<file path="config.mk">
export PLATFORM = sky130hd
export DESIGN_NAME = hold_repeat_value_adjuster_top
export DESIGN_NICKNAME = d
export VERILOG_FILES = /design/src/sv/hra_pkg.sv /design/src/sv/hra_cfg.sv /design/src/sv/hra_btn.sv /design/src/sv/hold_repeat_value_adjuster_top.sv
export SDC_FILE = /design/constraint.sdc
export NUM_CORES = 1
export LEC_CHECK = 0
export ABC_AREA = 0
export ABC_CLOCK_PERIOD_IN_PS = 14100
export CORE_ASPECT_RATIO = 1.25
export CORE_MARGIN = 2
export CORE_UTILIZATION = 45
export DETAILED_ROUTE_END_ITERATION = 10
export DONT_BUFFER_PORTS = 1
export PLACE_DENSITY = 0.56
export SLEW_MARGIN = 20
export SYNTH_ARGS = -nofsm -noshare
export SYNTH_HDL_FRONTEND = slang
export SYNTH_SLANG_ARGS = --single-unit
export TNS_END_PERCENT = 10
</file>
<file path="constraint.sdc">
create_clock -name clk_i -period 14.1 [get_ports clk_i]
set_clock_uncertainty 0.2 [all_clocks]
set_input_delay 2.82 -clock clk_i [delete_from_list [all_inputs] [get_ports clk_i]]
set_output_delay 2.82 -clock clk_i [all_outputs]
set_load 0.01 [all_outputs]
</file>
<file path="src/sv/hra_pkg.sv">
// hra_pkg: shared types, register indexes, reset constants and the clamped step function
// for the hold-repeat value adjuster; no dependencies
`timescale 1ns / 1ps

package hra_pkg;

  localparam int unsigned ValueW   = 16;
  localparam int unsigned TimeW    = 32;
  localparam int unsigned CfgIdxW  = 3;
  localparam int unsigned CfgDataW = 16;

  localparam logic                RstHotkeys    = 1'b1;
  localparam logic                RstContinuous = 1'b1;
  localparam logic [ValueW-1:0]   RstDelay      = 16'd400;
  localparam logic [ValueW-1:0]   RstInterval   = 16'd50;
  localparam logic [ValueW-1:0]   RstStep       = 16'd256;
  localparam logic [ValueW-1:0]   RstMin        = 16'd5120;
  localparam logic [ValueW-1:0]   RstMax        = 16'd38400;
  localparam logic [ValueW-1:0]   RstDefault    = 16'd23040;

  typedef enum logic [CfgIdxW-1:0] {
    REG_HOTKEYS_ENABLED    = 3'd0,
    REG_CONTINUOUS_REPEAT  = 3'd1,
    REG_REPEAT_DELAY_MS    = 3'd2,
    REG_REPEAT_INTERVAL_MS = 3'd3,
    REG_STEP_SIZE          = 3'd4,
    REG_MIN_VALUE          = 3'd5,
    REG_MAX_VALUE          = 3'd6,
    REG_DEFAULT_VALUE      = 3'd7
  } reg_idx_e;

  typedef struct packed {
    logic              toggle_pressed;
    logic              up_pressed;
    logic              down_pressed;
    logic              reset_pressed;
    logic [TimeW-1:0]  now_ms;
  } in_req_t;

  typedef struct packed {
    logic [ValueW-1:0] value_out;
    logic              active;
    logic              save_strobe;
  } out_rsp_t;

  typedef struct packed {
    logic              hotkeys_enabled;
    logic              continuous_repeat;
    logic [ValueW-1:0] repeat_delay_ms;
    logic [ValueW-1:0] repeat_interval_ms;
    logic [ValueW-1:0] step_size;
    logic [ValueW-1:0] min_value;
    logic [ValueW-1:0] max_value;
    logic [ValueW-1:0] default_value;
  } cfg_t;

  // add or subtract one step, then clamp: above max gives max, else below min gives min
  function automatic logic [ValueW-1:0] clamp_step(
    input logic [ValueW-1:0] value,
    input logic [ValueW-1:0] step,
    input logic              upward,
    input logic [ValueW-1:0] lo,
    input logic [ValueW-1:0] hi
  );
    logic signed [ValueW+1:0] sum;
    logic signed [ValueW+1:0] lo_s;
    logic signed [ValueW+1:0] hi_s;
    logic [ValueW-1:0]        res;
    sum  = upward ? $signed({2'b00, value}) + $signed({2'b00, step})
                  : $signed({2'b00, value}) - $signed({2'b00, step});
    lo_s = $signed({2'b00, lo});
    hi_s = $signed({2'b00, hi});
    if (sum > hi_s) begin
      res = hi;
    end else if (sum < lo_s) begin
      res = lo;
    end else begin
      res = sum[ValueW-1:0];
    end
    return res;
  endfunction

endpackage

</file>
<file path="src/sv/hra_cfg.sv">
// hra_cfg: configuration register file with write-only port
// depends on hra_pkg
`timescale 1ns / 1ps

module hra_cfg import hra_pkg::*; (
  input  logic                clk_i,
  input  logic                rst_ni,
  input  logic                cfg_we_i,
  input  logic [CfgIdxW-1:0]  cfg_idx_i,
  input  logic [CfgDataW-1:0] cfg_wdata_i,
  output cfg_t                cfg_o
);

  cfg_t cfg_q;

  always_ff @(posedge clk_i or negedge rst_ni) begin
    if (!rst_ni) begin
      cfg_q.hotkeys_enabled    <= RstHotkeys;
      cfg_q.continuous_repeat  <= RstContinuous;
      cfg_q.repeat_delay_ms    <= RstDelay;
      cfg_q.repeat_interval_ms <= RstInterval;
      cfg_q.step_size          <= RstStep;
      cfg_q.min_value          <= RstMin;
      cfg_q.max_value          <= RstMax;
      cfg_q.default_value      <= RstDefault;
    end else if (cfg_we_i) begin
      unique case (reg_idx_e'(cfg_idx_i))
        REG_HOTKEYS_ENABLED:    cfg_q.hotkeys_enabled    <= cfg_wdata_i[0];
        REG_CONTINUOUS_REPEAT:  cfg_q.continuous_repeat  <= cfg_wdata_i[0];
        REG_REPEAT_DELAY_MS:    cfg_q.repeat_delay_ms    <= cfg_wdata_i[ValueW-1:0];
        REG_REPEAT_INTERVAL_MS: cfg_q.repeat_interval_ms <= cfg_wdata_i[ValueW-1:0];
        REG_STEP_SIZE:          cfg_q.step_size          <= cfg_wdata_i[ValueW-1:0];
        REG_MIN_VALUE:          cfg_q.min_value          <= cfg_wdata_i[ValueW-1:0];
        REG_MAX_VALUE:          cfg_q.max_value          <= cfg_wdata_i[ValueW-1:0];
        REG_DEFAULT_VALUE:      cfg_q.default_value      <= cfg_wdata_i[ValueW-1:0];
        default: ;
      endcase
    end
  end

  assign cfg_o = cfg_q;

endmodule

</file>
<file path="src/sv/hra_btn.sv">
// hra_btn: one step button with hold timer and auto-repeat, owns its held flag and timestamps
// depends on hra_pkg
`timescale 1ns / 1ps

module hra_btn import hra_pkg::*; (
  input  logic              clk_i,
  input  logic              rst_ni,
  input  logic              en_i,
  input  logic              upward_i,
  input  logic              pressed_i,
  input  logic [TimeW-1:0]  now_ms_i,
  input  cfg_t              cfg_i,
  input  logic [ValueW-1:0] value_i,
  output logic [ValueW-1:0] value_o,
  output logic              release_o
);

  logic             held_q;
  logic [TimeW-1:0] press_t_q;
  logic [TimeW-1:0] last_t_q;
  logic [TimeW-1:0] since_press;
  logic [TimeW-1:0] since_last;
  logic             repeat_due;
  logic             step_now;

  // elapsed times wrap mod 2^32
  assign since_press = now_ms_i - press_t_q;
  assign since_last  = now_ms_i - last_t_q;
  assign repeat_due  = cfg_i.continuous_repeat
                     && (since_press >= {{(TimeW-ValueW){1'b0}}, cfg_i.repeat_delay_ms})
                     && (since_last  >= {{(TimeW-ValueW){1'b0}}, cfg_i.repeat_interval_ms});
  assign step_now    = pressed_i && (!held_q || repeat_due);

  assign value_o   = step_now ? clamp_step(value_i, cfg_i.step_size, upward_i,
                                           cfg_i.min_value, cfg_i.max_value)
                              : value_i;
  assign release_o = !pressed_i && held_q;

  always_ff @(posedge clk_i or negedge rst_ni) begin
    if (!rst_ni) begin
      held_q    <= 1'b0;
      press_t_q <= '0;
      last_t_q  <= '0;
    end else if (en_i) begin
      held_q <= pressed_i;
      if (pressed_i && !held_q) begin
        press_t_q <= now_ms_i;
      end
      if (step_now) begin
        last_t_q <= now_ms_i;
      end
    end
  end

endmodule

</file>
<file path="src/sv/hold_repeat_value_adjuster_top.sv">
// hold_repeat_value_adjuster_top: hold-to-repeat up/down value adjuster; depends on hra_pkg, hra_cfg, hra_btn
// flow: an accepted request is held in the input register and processed into the result
//   register once that register is empty or being taken
// throughput: one request per cycle; the input stalls only while the input register is full
//   and the result is stalled
// reset: asynchronous active low; active flag set, edge detectors and held flags cleared, value and configuration registers take their reset values
`timescale 1ns / 1ps

module hold_repeat_value_adjuster_top import hra_pkg::*; (
  input  logic                clk_i,
  input  logic                rst_ni,
  // request channel
  input  logic                in_valid_i,
  output logic                in_stall_o,
  input  in_req_t             in_req_i,
  // result channel
  output logic                out_valid_o,
  input  logic                out_stall_i,
  output out_rsp_t            out_rsp_o,
  // configuration write port
  input  logic                cfg_we_i,
  input  logic [CfgIdxW-1:0]  cfg_idx_i,
  input  logic [CfgDataW-1:0] cfg_wdata_i
);

  cfg_t cfg;

  hra_cfg u_cfg (
    .clk_i       (clk_i),
    .rst_ni      (rst_ni),
    .cfg_we_i    (cfg_we_i),
    .cfg_idx_i   (cfg_idx_i),
    .cfg_wdata_i (cfg_wdata_i),
    .cfg_o       (cfg)
  );

  // ---------------- input register ----------------
  logic    in_valid_q;
  in_req_t in_q;
  logic    fire;       // request in the input register is processed this cycle
  logic    in_accept;

  // the result register frees up when it is empty or being taken
  assign fire       = in_valid_q && (!out_valid_o || !out_stall_i);
  assign in_stall_o = in_valid_q && !fire;
  assign in_accept  = in_valid_i && !in_stall_o;

  always_ff @(posedge clk_i or negedge rst_ni) begin
    if (!rst_ni) begin
      in_valid_q <= 1'b0;
    end else if (in_accept) begin
      in_valid_q <= 1'b1;
    end else if (fire) begin
      in_valid_q <= 1'b0;
    end
  end

  always_ff @(posedge clk_i) begin
    if (in_accept) begin
      in_q <= in_req_i;
    end
  end

  // ---------------- per-request step logic ----------------
  logic              active_q;
  logic              toggle_prev_q;
  logic              reset_prev_q;
  logic [ValueW-1:0] target_q;

  logic              active_d;
  logic              run;        // request fires, hotkeys on and adjuster active after the toggle
  logic              rst_edge;
  logic [ValueW-1:0] val_rst;
  logic [ValueW-1:0] val_up;
  logic [ValueW-1:0] val_dn;
  logic              rel_up;
  logic              rel_dn;
  logic [ValueW-1:0] target_d;
  logic              save;

  // toggle edge flips the active flag, only with hotkeys on
  assign active_d = cfg.hotkeys_enabled ? (active_q ^ (in_q.toggle_pressed && !toggle_prev_q))
                                        : active_q;
  assign run      = fire && cfg.hotkeys_enabled && active_d;

  // reset button edge loads the default value first, then up, then down
  assign rst_edge = in_q.reset_pressed && !reset_prev_q;
  assign val_rst  = rst_edge ? cfg.default_value : target_q;

  hra_btn u_btn_up (
    .clk_i     (clk_i),
    .rst_ni    (rst_ni),
    .en_i      (run),
    .upward_i  (1'b1),
    .pressed_i (in_q.up_pressed),
    .now_ms_i  (in_q.now_ms),
    .cfg_i     (cfg),
    .value_i   (val_rst),
    .value_o   (val_up),
    .release_o (rel_up)
  );

  hra_btn u_btn_dn (
    .clk_i     (clk_i),
    .rst_ni    (rst_ni),
    .en_i      (run),
    .upward_i  (1'b0),
    .pressed_i (in_q.down_pressed),
    .now_ms_i  (in_q.now_ms),
    .cfg_i     (cfg),
    .value_i   (val_up),
    .value_o   (val_dn),
    .release_o (rel_dn)
  );

  assign target_d = run ? val_dn : target_q;
  // save pulses on a reset edge or a step button release
  assign save     = run && (rst_edge || rel_up || rel_dn);

  always_ff @(posedge clk_i or negedge rst_ni) begin
    if (!rst_ni) begin
      active_q      <= 1'b1;
      toggle_prev_q <= 1'b0;
      reset_prev_q  <= 1'b0;
      target_q      <= RstDefault;
    end else if (fire && cfg.hotkeys_enabled) begin
      active_q      <= active_d;
      toggle_prev_q <= in_q.toggle_pressed;
      // reset edge detector freezes while inactive
      if (active_d) begin
        reset_prev_q <= in_q.reset_pressed;
        target_q     <= target_d;
      end
    end
  end

  // ---------------- result register ----------------
  logic     out_valid_q;
  out_rsp_t out_q;

  always_ff @(posedge clk_i or negedge rst_ni) begin
    if (!rst_ni) begin
      out_valid_q <= 1'b0;
    end else if (fire) begin
      out_valid_q <= 1'b1;
    end else if (!out_stall_i) begin
      out_valid_q <= 1'b0;
    end
  end

  always_ff @(posedge clk_i) begin
    if (fire) begin
      out_q.value_out   <= target_d;
      out_q.active      <= active_d;
      out_q.save_strobe <= save;
    end
  end

  assign out_valid_o = out_valid_q;
  assign out_rsp_o   = out_q;

endmodule

</file>
==> metrics.txt, run 1 <==
worst hold margin=0.2681 ns; register-to-register setup slack=2.60 ns; Post-Syn Area per Cell=9.080 um2; wire length per cell=23.11 um; largest net degree at the start of global routing=250; Fill cells=5050; Max Clock Freq=0.08696 GHz; global routing usage on met3=0.03841; number of buffers inserted for hold repair after clock tree synthesis=0; CTS root buf=sky130_fd_sc_hd__clkbuf_16; CP startpoint kind=flip-flop; reg2reg path depth=35; summed negative setup slack over all endpoints=0 ns; most common cell after layout, fill and taps aside=sky130_fd_sc_hd__ha_1; TritonCTS clock tree=done; Hold Path Depth=2; area used by multi-input combinational logic=15040 um2; number of antenna violations at the first check in global routing=2; via count of the first global-routing pass=20380; global route total overflow=0; netlist area before placement=24210 um2; area of the core=53490 um2; fraction of layout instances using a drive strength above 1=0.1169; worst min-delay path category=reg2reg; total global routing track utilization=0.2821; Clock Sink Count=303; static power due to leakage=0.01184 uW; Max Transition Viols Final=0; full die area=55680 um2; DIE HEIGHT=263.3 um; post-CTS setup repair buffer count=0; global-route track usage on met1=0.3341; post-detailed-routing wire length=77610 um; Crit path required time=14.34 ns; R2R Path End=out_rsp_o[15]; final-report setup violation count=0; area added between synthesis and finish=8.699%; antenna viol nets, final=0; number of placed I/O pins=80; final estimated routing congestion in global placement=0.9633; placed inst area=24970 um2; sequential area share after synthesis=0.3256; register bit total from synthesis=303; slowest stage cell, crit path=sky130_fd_sc_hd__o211ai_4; RSZ-0062 raised after global routing=no; syn_nets=3014; TritonCTS buffer count=37; net total in the final layout=2997; most frequent cells in the layout=sky130_fd_sc_hd__ha_1 (282), sky130_fd_sc_hd__inv_1 (257), sky130_fd_sc_hd__dfrtp_1 (225); relative max-transition margin=0.2881; Chip Width=211.5 um; startpoint of the most critical hold path=in_q[32]; count of port buffers added during placement=0; register cell area after layout=7883 um2; Worst setup EP type=flip-flop; met2 routing resource usage after global routing=0.5107; wire length of the first global-routing pass=120100 um; Synthesis Warnings=0; remaining routing DRC violations=0; CP peak stage delay=0.77 ns; post-route fraction of the period consumed by the critical path=0.8156; maximum clock insertion buffer count=3; maximum capacitance violations=0; H-tree levels=2; Initial Utilization=0.4526; time the final worst path needs with I/O delays and setup=11.50 ns; worst supply voltage drop on vdd=0.0001424 V; DR iter-0 viols=1384; grt peak-use layer=met2; worst path arrival time=11.74 ns; peak fanout along the critical path=16; result of the run=complete, no violations; routed via count=20130; final non-filler cell area=26310 um2; FFs w/ async S/R, synth=0.8218; worst setup path class=reg2reg; slew at the pin closest to its max-slew limit=1.068 ns; CTS clock-pin slew for the worst setup and hold paths=0.07 ns; Cell Pwr Density=288.3 nW/um2; post-placement setup slack=2.722 ns; Tot Pwr=7586 uW; least setup slack across all paths after layout=2.600 ns; Clock Latency Late Sink=0.58 ns; drt first pass iters=5; post-synthesis cell count=2666; FP Rows=95; count of flip-flops with a built-in enable after synthesis=54; FF-to-FF Start=in_q[1]; ratio of routed vias to standard cells=5.996; Most used DFF post-synth=sky130_fd_sc_hd__dfrtp_1; post-cts sizing count=0; distinct cell type count of the synthesized netlist=90; HPWL reported at the end of detailed placement=60600 um; worst min-delay path endpoint=reset_prev_q; final hold violations=0
## worst max path at each step
| stage | from | to | slack, ns |
|---|---|---|---|
| after global placement | in_q[1] | out_rsp_o[5] | 2.68 |
| after CTS | in_q[1] | out_rsp_o[6] | 2.66 |
| after floorplan | reset_prev_q | out_rsp_o[11] | 4.37 |
| final | in_q[1] | out_rsp_o[15] | 2.60 |
| after global routing | reset_prev_q | out_rsp_o[16] | 2.00 |
| after detailed placement | in_q[1] | out_rsp_o[5] | 2.72 |
## logic make-up after synthesis
kind of cell / count (synthesis) / synth area share
mux: 188 / 0.08554
xor+xnor: 103 / 0.03727
fa+ha+maj: 288 / 0.1507
compound gates: 773 / 0.2111
simple gates: 666 / 0.1352
buf+inv: 345 / 0.05458
flops: 303 / 0.3256
## report_power, final
group          leakage [uW]  total, uW  internal [uW]  switching (uW)
Clock              0.000640       1050            629             424
Combinational       0.00772       5160           2120            3040
Sequential          0.00348       1370           1200             176
Total                0.0118       7590           3940            3640
## stage by stage
stage,utilization,std cells
floorplan,-,2666
global placement,0.4668,3289
detailed placement,0.4668,3289
CTS,0.4919,3357
global route,0.4919,3357
finish,0.4920,3358
## synth_stat cells (54+ instances only)
cell type | instances | area share
sky130_fd_sc_hd__a21o_1 | 68 | 0.021
sky130_fd_sc_hd__a21oi_1 | 194 | 0.040
sky130_fd_sc_hd__clkbuf_1 | 76 | 0.012
sky130_fd_sc_hd__dfrtp_1 | 225 | 0.23
sky130_fd_sc_hd__edfxtp_1 | 54 | 0.067
sky130_fd_sc_hd__ha_1 | 282 | 0.15
sky130_fd_sc_hd__inv_1 | 257 | 0.040
sky130_fd_sc_hd__mux2_2 | 151 | 0.070
sky130_fd_sc_hd__nand2_1 | 219 | 0.034
sky130_fd_sc_hd__nor2_1 | 146 | 0.023
sky130_fd_sc_hd__o21ai_0 | 191 | 0.039
sky130_fd_sc_hd__xnor2_1 | 64 | 0.023
## worst max-delay path, delay by kind of cell, from the launching register on
| kind | cells | cell delay (ns) |
|---|---|---|
| flip-flops | 1 | 0.74 |
| buffers and inverters | 1 | 0.28 |
| multiplexers | 1 | 0.42 |
| AO/OA/AOI/OAI | 19 | 5.87 |
| AND/OR/NAND/NOR | 9 | 2.30 |
| XOR/XNOR | 1 | 0.15 |
| adder cells (fa/ha/maj) | 4 | 1.37 |
## flip-flops by register name, indices dropped and copies added (netlist names), 16 cells and up
register	count
target_q	16
u_btn_up.press_t_q	32
in_q	36
out_rsp_o	18
u_btn_dn.press_t_q	32
u_btn_up.last_t_q	32
u_btn_dn.last_t_q	32
u_cfg.cfg_o	98
## layer usage
| metal | vias up | wire [um] | share of wire |
|---|---|---|---|
| met3 | 148 | 3148 | 0.041 |
| met2 | 492 | 39370 | 0.51 |
| li1 | 9707 | - | - |
| met5 | - | 28 | 0.00036 |
| met1 | 9782 | 31720 | 0.41 |
| met4 | 4 | 3344 | 0.043 |
## cell type report
cell class | instances | share of cell area
Multi-Input combinational cell | 2018 | 0.5714
Sequential cell | 303 | 0.2996
Clock buffer | 46 | 0.04127
Inverter | 258 | 0.03680
Tap cell | 679 | 0.03229
Clock inverter | 22 | 0.009748
Timing Repair Buffer | 31 | 0.008844
Antenna cell | 1 | 0.00009510
Note: power is estimated with default switching activity, not from simulation.
==> run 2, diff against run 1 <==
ABC_CLOCK_PERIOD_IN_PS = 9550   (was 14100)
PLACE_DENSITY = 0.58   (was 0.56)
clock period = 9.55 ns   (was 14.1 ns; I/O delays follow)
==> run 2 against run 1 <==
  * Largest cell class unchanged
  * Global-route usage increased by 1.1 points
  * Core utilization increased by 3.9 points
  * Total power increased by 71%
  * Critical path depth increased by 8
  * Clock power increased by 40%
  * Largest power group unchanged
  * Critical path type unchanged
  * Non-clock buffer count increased by 186
  * Worst hold slack improved by 0.0054 ns
  * Sequential power increased by 48%
==> metrics.txt, run 2 (synthesized netlist as in run 1, its figures left out) <==
result of the run=complete, no violations; buffers and inverters on the worst path=6 (+5); Fill cells=4922 (-2.5%); Clock Latency Late Sink=0.58 ns (about the same); final estimated routing congestion in global placement=1.016 (+5.4%); relative max-transition margin=0.2543 (-0.03381); total global routing track utilization=0.2934 (+0.01124); remaining routing DRC violations=0 (unchanged); logic depth of the worst setup path including buffers=43 (+23%); peak fanout along the critical path=6 (-10); worst supply voltage drop on vdd=0.0002948 V (+110%); Top Layer Used=met5; worst path arrival time=9.40 ns (-2.34 ns); met3 layer wire length in the routed design=3564 um (+13%); via count of the first global-routing pass=21180 (+3.9%); reg2reg path depth=43 (+23%); RSZ-0062 raised after global routing=yes; wire length per cell=23.23 um (+0.50%); CP peak stage delay=0.38 ns (-0.39 ns); Cell Pwr Density=456.5 nW/um2 (+58%); DIE HEIGHT=263.3 um (unchanged); Routed met2 length=41920 um (+6.5%); Clock Sink Count=303 (unchanged); FP Rows=95 (unchanged); Initial Utilization=0.4526 (unchanged); count of port buffers added during placement=0 (unchanged); Max Transition Viols Final=0 (unchanged); ratio of routed vias to standard cells=5.944 (-0.86%); final hold violations=0 (unchanged); least setup slack across all paths after layout=0.2731 ns (-2.327 ns); time the final worst path needs with I/O delays and setup=9.277 ns (-2.223 ns); number of antenna violations at the first check in global routing=5 (+3); area of the core=53490 um2 (unchanged); fraction of layout instances using a drive strength above 1=0.2078 (+0.09087); Chip Width=211.5 um (unchanged); post-placement setup slack=-0.4030 ns (-3.125 ns); routed via count=21070 (+4.7%); largest net degree at the start of global routing=250 (unchanged); placed inst area=26160 um2 (+4.8%); Max Clock Freq=0.1078 GHz (+24%); TritonCTS buffer count=37 (unchanged); post-detailed-routing wire length=82350 um (+6.1%); HPWL reported at the end of detailed placement=64150 um (+5.8%); post-route fraction of the period consumed by the critical path=0.9714 (+0.1558); final-report setup violation count=0 (unchanged); worst setup path class=reg2reg; number of placed I/O pins=80 (unchanged); wire length the detailed router placed on met1=32920 um (+3.8%); most common cell after layout, fill and taps aside=sky130_fd_sc_hd__ha_1; CTS root buf=sky130_fd_sc_hd__clkbuf_16; CP startpoint kind=flip-flop; CTS clock-pin slew for the worst setup and hold paths=0.06 ns (about the same); Worst setup EP type=flip-flop; maximum clock insertion buffer count=3 (unchanged); drt first pass iters=5 (unchanged); instance count after placement with tap cells included=3445 (+4.7%); maximum capacitance violations=0 (unchanged); slew at the pin closest to its max-slew limit=1.113 ns (+0.04482 ns); summed negative setup slack over all endpoints=0 ns (unchanged); static power due to leakage=0.01288 uW (+8.8%); count of non-filler cells in the finished layout=3545 (+5.6%); TritonCTS clock tree=done; most frequent cells in the layout=sky130_fd_sc_hd__ha_1 (269), sky130_fd_sc_hd__inv_1 (255), sky130_fd_sc_hd__dfrtp_1 (225); slowest stage cell, crit path=sky130_fd_sc_hd__edfxtp_1; worst min-delay path category=reg2reg; H-tree levels=2 (unchanged); final non-filler cell area=28380 um2 (+7.9%); cell type with the highest occurrence count on the critical path=sky130_fd_sc_hd__a21o_1; full die area=55680 um2 (unchanged); number of flip-flops in the largest register=98 (unchanged); DR iter-0 viols=1408 (+1.7%); Hold Path Depth=1 (-1); Crit path required time=9.67 ns (-4.67 ns); wire length of the first global-routing pass=124400 um (+3.6%); area added between synthesis and finish=17.23%; antenna viol nets, final=0 (unchanged); global route total overflow=0 (unchanged); gate family responsible for the most delay along the worst path=compound AO/OA/AOI/OAI gates; net total in the final layout=3183 (+6.2%)
[run 2: cell types whose count changed in the layout (fill, tap and decap cells not counted), sizes merged]
cell / before / now
diode: 1 / 2
buf: 31 / 216
clkdlybuf4s15: 0 / 1
clkbuf: 46 / 47
clkinv: 8 / 13
clkinvlp: 7 / 3
bufinv: 4 / 2
[run 2: final cells by class]
type | instances | area, um2 | area share
timing repair buffer | 217 | 1692 | 0.05961
multi-input combinational | 2018 | 15720 | 0.5541
tap | 679 | 849.6 | 0.02994
clock buffer | 47 | 1077 | 0.03796
inverter | 258 | 968.4 | 0.03412
antenna | 2 | 5.005 | 0.0001764
clock inverter | 21 | 181.4 | 0.006393
sequential | 303 | 7883 | 0.2778
[run 2: path summary, 6_finish.rpt]
| check | startpoint | to | slack, ns |
|---|---|---|---|
| worst min register to register | in_valid_q | out_valid_o | 0.27 |
| worst max register to register | in_q[32] | out_rsp_o[13] | 0.27 |
| min in group asynchronous | rst_ni | u_btn_up.press_t_q[23] | 0.84 |
| worst max-delay path | in_q[32] | out_rsp_o[13] | 0.27 |
| worst min-delay path | in_valid_q | out_valid_o | 0.27 |
| max in group asynchronous | rst_ni | u_btn_dn.last_t_q[30] | 7.72 |
[run 2: where the power goes]
group / internal, uW / leakage, uW / switching [uW]
Combinational: 4370 / 0.00878 / 5090
Sequential: 1770 / 0.00348 / 264
Clock: 859 / 0.000623 / 612
Total: 6990 / 0.0129 / 5960
[run 2: stage by stage]
step / power [uW] / util / hold WS [ns]
3_5_place_dp: 10580 / 0.4890 / 0.2661
2_1_floorplan: 7586 / - / 0.2322
4_1_cts: 12200 / 0.5139 / 0.2820
5_1_grt: 13960 / 0.5305 / 0.3143
3_3_place_gp: 10520 / 0.4890 / 0.2475
6_report: 12960 / 0.5306 / 0.2735
[run 2: routing by layer]
metal	up-vias	GRT usage
met1	10290	0.3399
li1	10070	-
met2	521	0.5339
met5	-	0
met4	6	0.1277
met3	185	0.04104
[run 2: repair_timing]
action | 4_1_cts | 5_1_grt
hold buffers | 0 | 0
setup endpoints to repair | 32 | 32
endpoints found under the hold margin | 0 | 0
buffers inserted | 1 | 28
pin swaps | 3 | 51
cloned | 0 | 1
resized for setup | 16 | 129
